[config.mk]
export PLATFORM = sky130hd
export DESIGN_NAME = signed_int_to_segment_digits
export DESIGN_NICKNAME = d
export VERILOG_FILES = /design/src/rtl/core/sisd_pkg.sv /design/src/rtl/core/sisd_div10.sv /design/src/rtl/core/signed_int_to_segment_digits.sv
export SDC_FILE = /design/constraint.sdc
export NUM_CORES = 1
export LEC_CHECK = 0
export BUFFER_PORTS_ARGS = -buffer_cell sky130_fd_sc_hd__buf_4
export CAP_MARGIN = 20
export CORE_MARGIN = 3
export CORE_UTILIZATION = 50
export DETAILED_ROUTE_END_ITERATION = 10
export PLACE_DENSITY = 0.74
export SLEW_MARGIN = 20
export SYNTH_ARGS = -nofsm -noshare
export SYNTH_HDL_FRONTEND = slang
export SYNTH_SLANG_ARGS = --single-unit
[constraint.sdc]
create_clock -name clk -period 5.7 [get_ports clk]
set_input_delay 0.57 -clock clk [delete_from_list [all_inputs] [get_ports clk]]
set_output_delay 0.57 -clock clk [all_outputs]
set_load 0.02 [all_outputs]
[src/rtl/core/sisd_pkg.sv]
package sisd_pkg;

    localparam int VALUE_W = 16;
    localparam int START_W = 4;
    localparam int COUNT_W = 5;
    localparam int ADDR_W  = 6;
    localparam int SEG_W   = 14;
    localparam int QUOT_W  = 12;
    localparam int MAX_DIGITS = 5;

    localparam logic [COUNT_W-1:0] DIGIT_COUNT_RESET = 5'd8;

    // n / 10 == (n * 52429) >> 19 for every 16-bit n
    localparam logic [15:0] DIV10_RECIP = 16'd52429;
    localparam int          DIV10_SHIFT = 19;

    typedef logic [3:0] char_t;

    localparam char_t CHAR_MINUS = 4'd10;

    function automatic logic [15:0] glyph(input char_t code);
        logic [15:0] g;
        case (code)
            4'd0:       g = 16'hE49C;
            4'd1:       g = 16'h0408;
            4'd2:       g = 16'hC30C;
            4'd3:       g = 16'h870C;
            4'd4:       g = 16'h0788;
            4'd5:       g = 16'h8784;
            4'd6:       g = 16'hC784;
            4'd7:       g = 16'h040C;
            4'd8:       g = 16'hC78C;
            4'd9:       g = 16'h078C;
            CHAR_MINUS: g = 16'h0300;
            default:    g = 16'h0000;
        endcase
        return g;
    endfunction

    // Drop the two low bits of the font pattern, then reverse the 14 left.
    function automatic logic [SEG_W-1:0] segments(input char_t code);
        logic [15:0]      g;
        logic [SEG_W-1:0] src;
        logic [SEG_W-1:0] dst;
        g   = glyph(code);
        src = g[15:2];
        for (int b = 0; b < SEG_W; b++)
        begin
            dst[SEG_W-1-b] = src[b];
        end
        return dst;
    endfunction

endpackage

[src/rtl/core/sisd_div10.sv]
module sisd_div10
    import sisd_pkg::*;
(
    input  logic [VALUE_W-1:0] mag,
    output logic [QUOT_W-1:0]  quot,
    output char_t              rem
);

    logic [31:0]        product;
    logic [31:0]        shifted;
    logic [VALUE_W-1:0] tens;

    assign product = 32'(mag) * 32'(DIV10_RECIP);
    assign shifted = product >> DIV10_SHIFT;
    assign quot    = shifted[QUOT_W-1:0];
    assign tens    = {1'b0, quot, 3'b000} + {3'b000, quot, 1'b0};
    assign rem     = 4'(mag - tens);

endmodule

[src/rtl/core/signed_int_to_segment_digits.sv]
// Converts a signed 16-bit value to segment-display characters, most
// significant first, a minus sign leading a negative value. An accepted
// request first runs through one shared divide-by-ten unit, one decimal digit
// per cycle, then issues one character per cycle into the output register
// whenever that register is free, skipping characters that land at or past the
// active digit count. in_ready stays low until the last character has been
// handed to the output register, or until conversion ends if no character is
// visible. digit_count (reset 8) is written through the cfg channel, which is
// always ready, and is clamped to DIGIT_CAPACITY.
module signed_int_to_segment_digits
    import sisd_pkg::*;
#(
    parameter int DIGIT_CAPACITY = 16
)
(
    input  logic                      clk,
    input  logic                      rst_n,
    input  logic                      cfg_valid,
    output logic                      cfg_ready,
    input  logic [COUNT_W-1:0]        cfg_data,
    input  logic                      in_valid,
    output logic                      in_ready,
    input  logic signed [VALUE_W-1:0] number_value,
    input  logic [START_W-1:0]        start_position,
    output logic                      out_valid,
    input  logic                      out_ready,
    output logic [ADDR_W-1:0]         ram_address,
    output logic [SEG_W-1:0]          segment_bits,
    output logic                      last_char
);

    typedef enum logic [2:0] {
        ST_IDLE = 3'b001,
        ST_CONV = 3'b010,
        ST_EMIT = 3'b100
    } state_t;

    state_t              state_reg, state_next;
    logic [COUNT_W-1:0]  digit_count_reg, digit_count_next;
    logic [VALUE_W-1:0]  mag_reg, mag_next;
    logic [START_W-1:0]  start_reg, start_next;
    logic                neg_reg, neg_next;
    logic [2:0]          nd_reg, nd_next;
    logic [2:0]          left_reg, left_next;
    logic [5:0]          pos_reg, pos_next;
    char_t               digit_reg [MAX_DIGITS];
    char_t               digit_next [MAX_DIGITS];

    logic                out_valid_reg, out_valid_next;
    logic [ADDR_W-1:0]   addr_reg, addr_next;
    logic [SEG_W-1:0]    seg_reg, seg_next;
    logic                last_reg, last_next;

    logic [QUOT_W-1:0]   quot;
    char_t               rem;
    logic [5:0]          limit;
    logic [5:0]          avail;
    logic [2:0]          nchars;
    logic [2:0]          nvis;
    logic [5:0]          diff;
    logic                slot_free;
    char_t               cur_char;

    sisd_div10 u_div10 (
        .mag  (mag_reg),
        .quot (quot),
        .rem  (rem)
    );

    assign limit = ({1'b0, digit_count_reg} > 6'(DIGIT_CAPACITY)) ?
                   6'(DIGIT_CAPACITY) : {1'b0, digit_count_reg};

    // Characters after this conversion step: digits so far plus sign.
    assign nchars = nd_reg + 3'd1 + {2'b00, neg_reg};
    assign avail  = (limit > {2'b00, start_reg}) ? (limit - {2'b00, start_reg}) : 6'd0;
    assign nvis   = (avail < {3'b000, nchars}) ? avail[2:0] : nchars;

    assign slot_free = !out_valid_reg || out_ready;
    assign cur_char  = neg_reg ? CHAR_MINUS : digit_reg[0];
    assign diff      = limit - 6'd1 - pos_reg;

    always_comb
    begin
        state_next       = state_reg;
        digit_count_next = digit_count_reg;
        mag_next         = mag_reg;
        start_next       = start_reg;
        neg_next         = neg_reg;
        nd_next          = nd_reg;
        left_next        = left_reg;
        pos_next         = pos_reg;
        digit_next       = digit_reg;
        out_valid_next   = out_valid_reg;
        addr_next        = addr_reg;
        seg_next         = seg_reg;
        last_next        = last_reg;

        if (cfg_valid)
        begin
            digit_count_next = cfg_data;
        end

        if (out_valid_reg && out_ready)
        begin
            out_valid_next = 1'b0;
        end

        case (state_reg)
            ST_IDLE:
            begin
                if (in_valid)
                begin
                    neg_next   = number_value[VALUE_W-1];
                    mag_next   = number_value[VALUE_W-1] ?
                                 (16'd0 - 16'(number_value)) : 16'(number_value);
                    start_next = start_position;
                    nd_next    = 3'd0;
                    state_next = ST_CONV;
                end
            end
            ST_CONV:
            begin
                // Prepend each remainder so the front ends up most significant.
                digit_next[0] = rem;
                for (int i = 1; i < MAX_DIGITS; i++)
                begin
                    digit_next[i] = digit_reg[i-1];
                end
                mag_next = 16'(quot);
                nd_next  = nd_reg + 3'd1;
                if (quot == '0)
                begin
                    left_next  = nvis;
                    pos_next   = {2'b00, start_reg};
                    state_next = (nvis == 3'd0) ? ST_IDLE : ST_EMIT;
                end
            end
            ST_EMIT:
            begin
                if (slot_free)
                begin
                    out_valid_next = 1'b1;
                    addr_next      = diff + {diff[4:0], 1'b0};
                    seg_next       = segments(cur_char);
                    last_next      = (left_reg == 3'd1);
                    if (neg_reg)
                    begin
                        neg_next = 1'b0;
                    end
                    else
                    begin
                        for (int i = 0; i < MAX_DIGITS - 1; i++)
                        begin
                            digit_next[i] = digit_reg[i+1];
                        end
                    end
                    pos_next  = pos_reg + 6'd1;
                    left_next = left_reg - 3'd1;
                    if (left_reg == 3'd1)
                    begin
                        state_next = ST_IDLE;
                    end
                end
            end
            default:
            begin
                state_next = ST_IDLE;
            end
        endcase
    end

    always_ff @(posedge clk or negedge rst_n)
    begin
        if (!rst_n)
        begin
            state_reg       <= ST_IDLE;
            digit_count_reg <= DIGIT_COUNT_RESET;
            out_valid_reg   <= 1'b0;
            neg_reg         <= 1'b0;
            nd_reg          <= 3'd0;
            left_reg        <= 3'd0;
            pos_reg         <= 6'd0;
        end
        else
        begin
            state_reg       <= state_next;
            digit_count_reg <= digit_count_next;
            out_valid_reg   <= out_valid_next;
            neg_reg         <= neg_next;
            nd_reg          <= nd_next;
            left_reg        <= left_next;
            pos_reg         <= pos_next;
        end
    end

    always_ff @(posedge clk)
    begin
        mag_reg   <= mag_next;
        start_reg <= start_next;
        digit_reg <= digit_next;
        addr_reg  <= addr_next;
        seg_reg   <= seg_next;
        last_reg  <= last_next;
    end

    assign cfg_ready    = 1'b1;
    assign in_ready     = (state_reg == ST_IDLE);
    assign out_valid    = out_valid_reg;
    assign ram_address  = addr_reg;
    assign segment_bits = seg_reg;
    assign last_char    = last_reg;

endmodule
==> impl_metrics.toml <==
[run_status]
status = "finished, violations left"
violations = "setup timing"

[sta]
fin_worst_skew_ns = 0.0122
finalCriticalPeriod_ns = 6.18
fmax_mhz = 162
holdWs_ns = 0.108
drv_slew = 0
slew_headroom = 0.339
finalHoldViolCount = 0
finalSetupViolations = 22
final_critical_path_setup_slack_ns = -0.476
tightestPinTransition_ns = 0.990
rsz0062_at_grt = "true"
period_share = 1.08

[logic_synthesis]
synthArstFlopShare = 0.286
synthCells = 1024
synth.area.top_cells = "ha_1 20%, edfxtp_1 17%, fa_1 17%"
avgSynthCellArea_um2 = 9.38
synth.distinct_cells = 77
synth-edff-count = 55
synth_area_um2 = 9600
synth_ff_type = "edfxtp_1"
yosys_warnings = 0
synth-seq-cells = 77
synth.most_common_cell = "inv_1"
synth_top_cell_by_area = "ha_1"
synth_top_area_frac = 0.205
synth_common_cells = "222 x inv_1, 157 x ha_1, 95 x nand2_1"
synth_seq_area_share = 0.230

[global_routing]
antenna_found_initial = 0
overflow = 0
top_usage_layer = "met2"
grt_max_degree = 29
gr-usage-met1 = 0.315
grt_pass1_vias = 7606
grtUsageMet2 = 0.397
grt_pass1_wl_um = 38000
grt.total_usage = 0.234
use_met3 = 0.0344

[setup_path]
path_cells = "ha_4 > inv_4 > fa_1 > inv_1 > fa_1 > fa_1 > fa_1 > inv_1 > fa_1 > inv_2 > ha_4 > nand2_4 > or3_4 > or4_4 > nand3_4 > nand4_1 > a31oi_2 > nand4_2 > o21a_4 > a211o_1"
critPathArrivalTime_ns = 6.40
start_kind = "flop"
criticalPathCategory = "flop to flop"
cp_top_family = "adder cells"
crit_fanout = 8
critical_path.slowest_cell = "fa_1"
cpMostUsedCell = "fa_1"
critical_path_buf_inv_count = 4
critical_path.max_stage_delay_ns = 0.55
end_kind = "flop"
crit_required_ns = 5.93

[cells_and_area]
diodes = 0
fin_cells = 1421
synthToLayoutAreaGrowth_pct = 22.9
final_cell_area_um2 = 11800
largest_register_ffs = 20
layout-drive-gt1-share = 0.240
layout.nets = 1451
fin_util = 0.629

[worst_hold_path]
hold_class = "input pin to async pin"

[clock_network]
cts_hold_buf = 0
clk_path_buf_depth = 2
clock-sinks = 77
tritoncts = "done"
cts_made_buffers = 9
insertion_delay_ns = 0.35
cts-htree-levels = 3
path_clk_slew_ns = 0.07
clock-root-buffer = "clkbuf_16"

[floorplanning]
die_w_um = 145
initial_core_util = 0.512
die-height_um = 145
design.die.area_um2 = 20900
ios = 54
core_area_um2 = 18800
rows = 50

[placed_design]
dpl_cell_area_um2 = 11100
place.gp.congestion = 0.908
io_buffers = 48
placedCellCount = 1392
dp_hpwl_um = 19900

[drt]
dr_total_vias = 7617
route.antenna.remaining_nets = 0
detail_route.first_pass.iterations = 5
wl_per_cell_um = 17.0
drt_iter0_markers = 530
drc_errors = 0
postRouteWirelength_um = 24200
avgViaCountPerCell = 5.36

[run]
max_cap_viol_count = 0
-- metal layers --
| layer | vias up | routed length [µm] |
|---|---|---|
| met3 | 33 | 1010 |
| met1 | 3682 | 10700 |
| met2 | 210 | 12000 |
| li1 | 3692 | - |
| met4 | 0 | 473 |
| met5 | - | 0 |
-- path summary, 6_finish.rpt --
check,depth (start not counted),start,slack [ns],endpoint
setup / recovery,20,mag_reg[7],-0.48,pos_reg[4]
hold / removal,1,rst_n,0.11,digit_count_reg[0]
setup reg to reg,20,mag_reg[7],-0.48,pos_reg[4]
hold reg to reg,0,digit_reg[5],0.46,digit_reg[1]
max in group asynchronous,1,rst_n,5.31,state_reg[0]
min in group clk,1,start_position[0],0.40,start_reg[0]
-- cells by family (layout without fill, tap and decap cells) --
kind of cell               after synthesis  in the layout  share of synthesized area
adders and majority gates              239            239                      0.376
xor gates and xnor gates                47             47                     0.0437
AOI/OAI and AO/OA                      163            163                      0.106
buffers and inverters                  249            409                      0.106
and+or+nand+nor                        230            230                      0.120
other                                    2              5                   0.000782
DFF                                     77             77                      0.230
muxes                                   17             17                     0.0186
-- cell type report --
type	count	area [µm²]
Sequential cell	77	2200
Timing Repair Buffer	171	1300
Inverter	222	836
Clock inverter	7	81.3
Multi-Input combinational cell	701	6860
Fill cell	1487	6970
Tap cell	234	293
Clock buffer	9	225
-- metrics by stage --
step           TNS (ns)  setup slack [ns]
6_report          -6.02            -0.476
5_1_grt           -9.31            -0.592
4_1_cts           -5.04            -0.439
3_5_place_dp      -7.73            -0.561
3_3_place_gp      -6.97            -0.515
2_1_floorplan    -0.894            -0.116
-- cells in the final DEF (no fill, tap or decap), types with 4 or more instances in the layout --
cell / count
nand2_1: 91
a21oi_2: 6
nor2_1: 40
nand4_1: 12
o21ai_2: 4
or3_1: 6
o21ai_1: 6
buf_6: 4
a21o_1: 11
and2_1: 4
buf_4: 167
ha_1: 141
inv_1: 215
ha_4: 15
conb_1: 5
dfrtp_1: 20
edfxtp_1: 55
mux2i_1: 8
nor2b_1: 10
nor3_1: 5
nand2b_1: 6
and3_1: 4
xnor2_1: 23
clkbuf_16: 9
o21ai_0: 32
fa_1: 81
o211ai_1: 10
mux2_2: 7
nand3_1: 11
xor2_1: 17
inv_2: 6
nand2_2: 4
a21oi_1: 46
o31ai_1: 7
-- what timing repair did --
item                                    4_1_cts  5_1_grt
endpoints found under the hold margin         0        0
endpoints found under the setup margin       23       25
pin swaps                                    34       17
setup buffers                                 7        7
gates resized for setup                      29       33
Power is left out: the tool's default activity adds up to more than one toggle a clock period on the data nets, which glitch-free logic cannot reach.
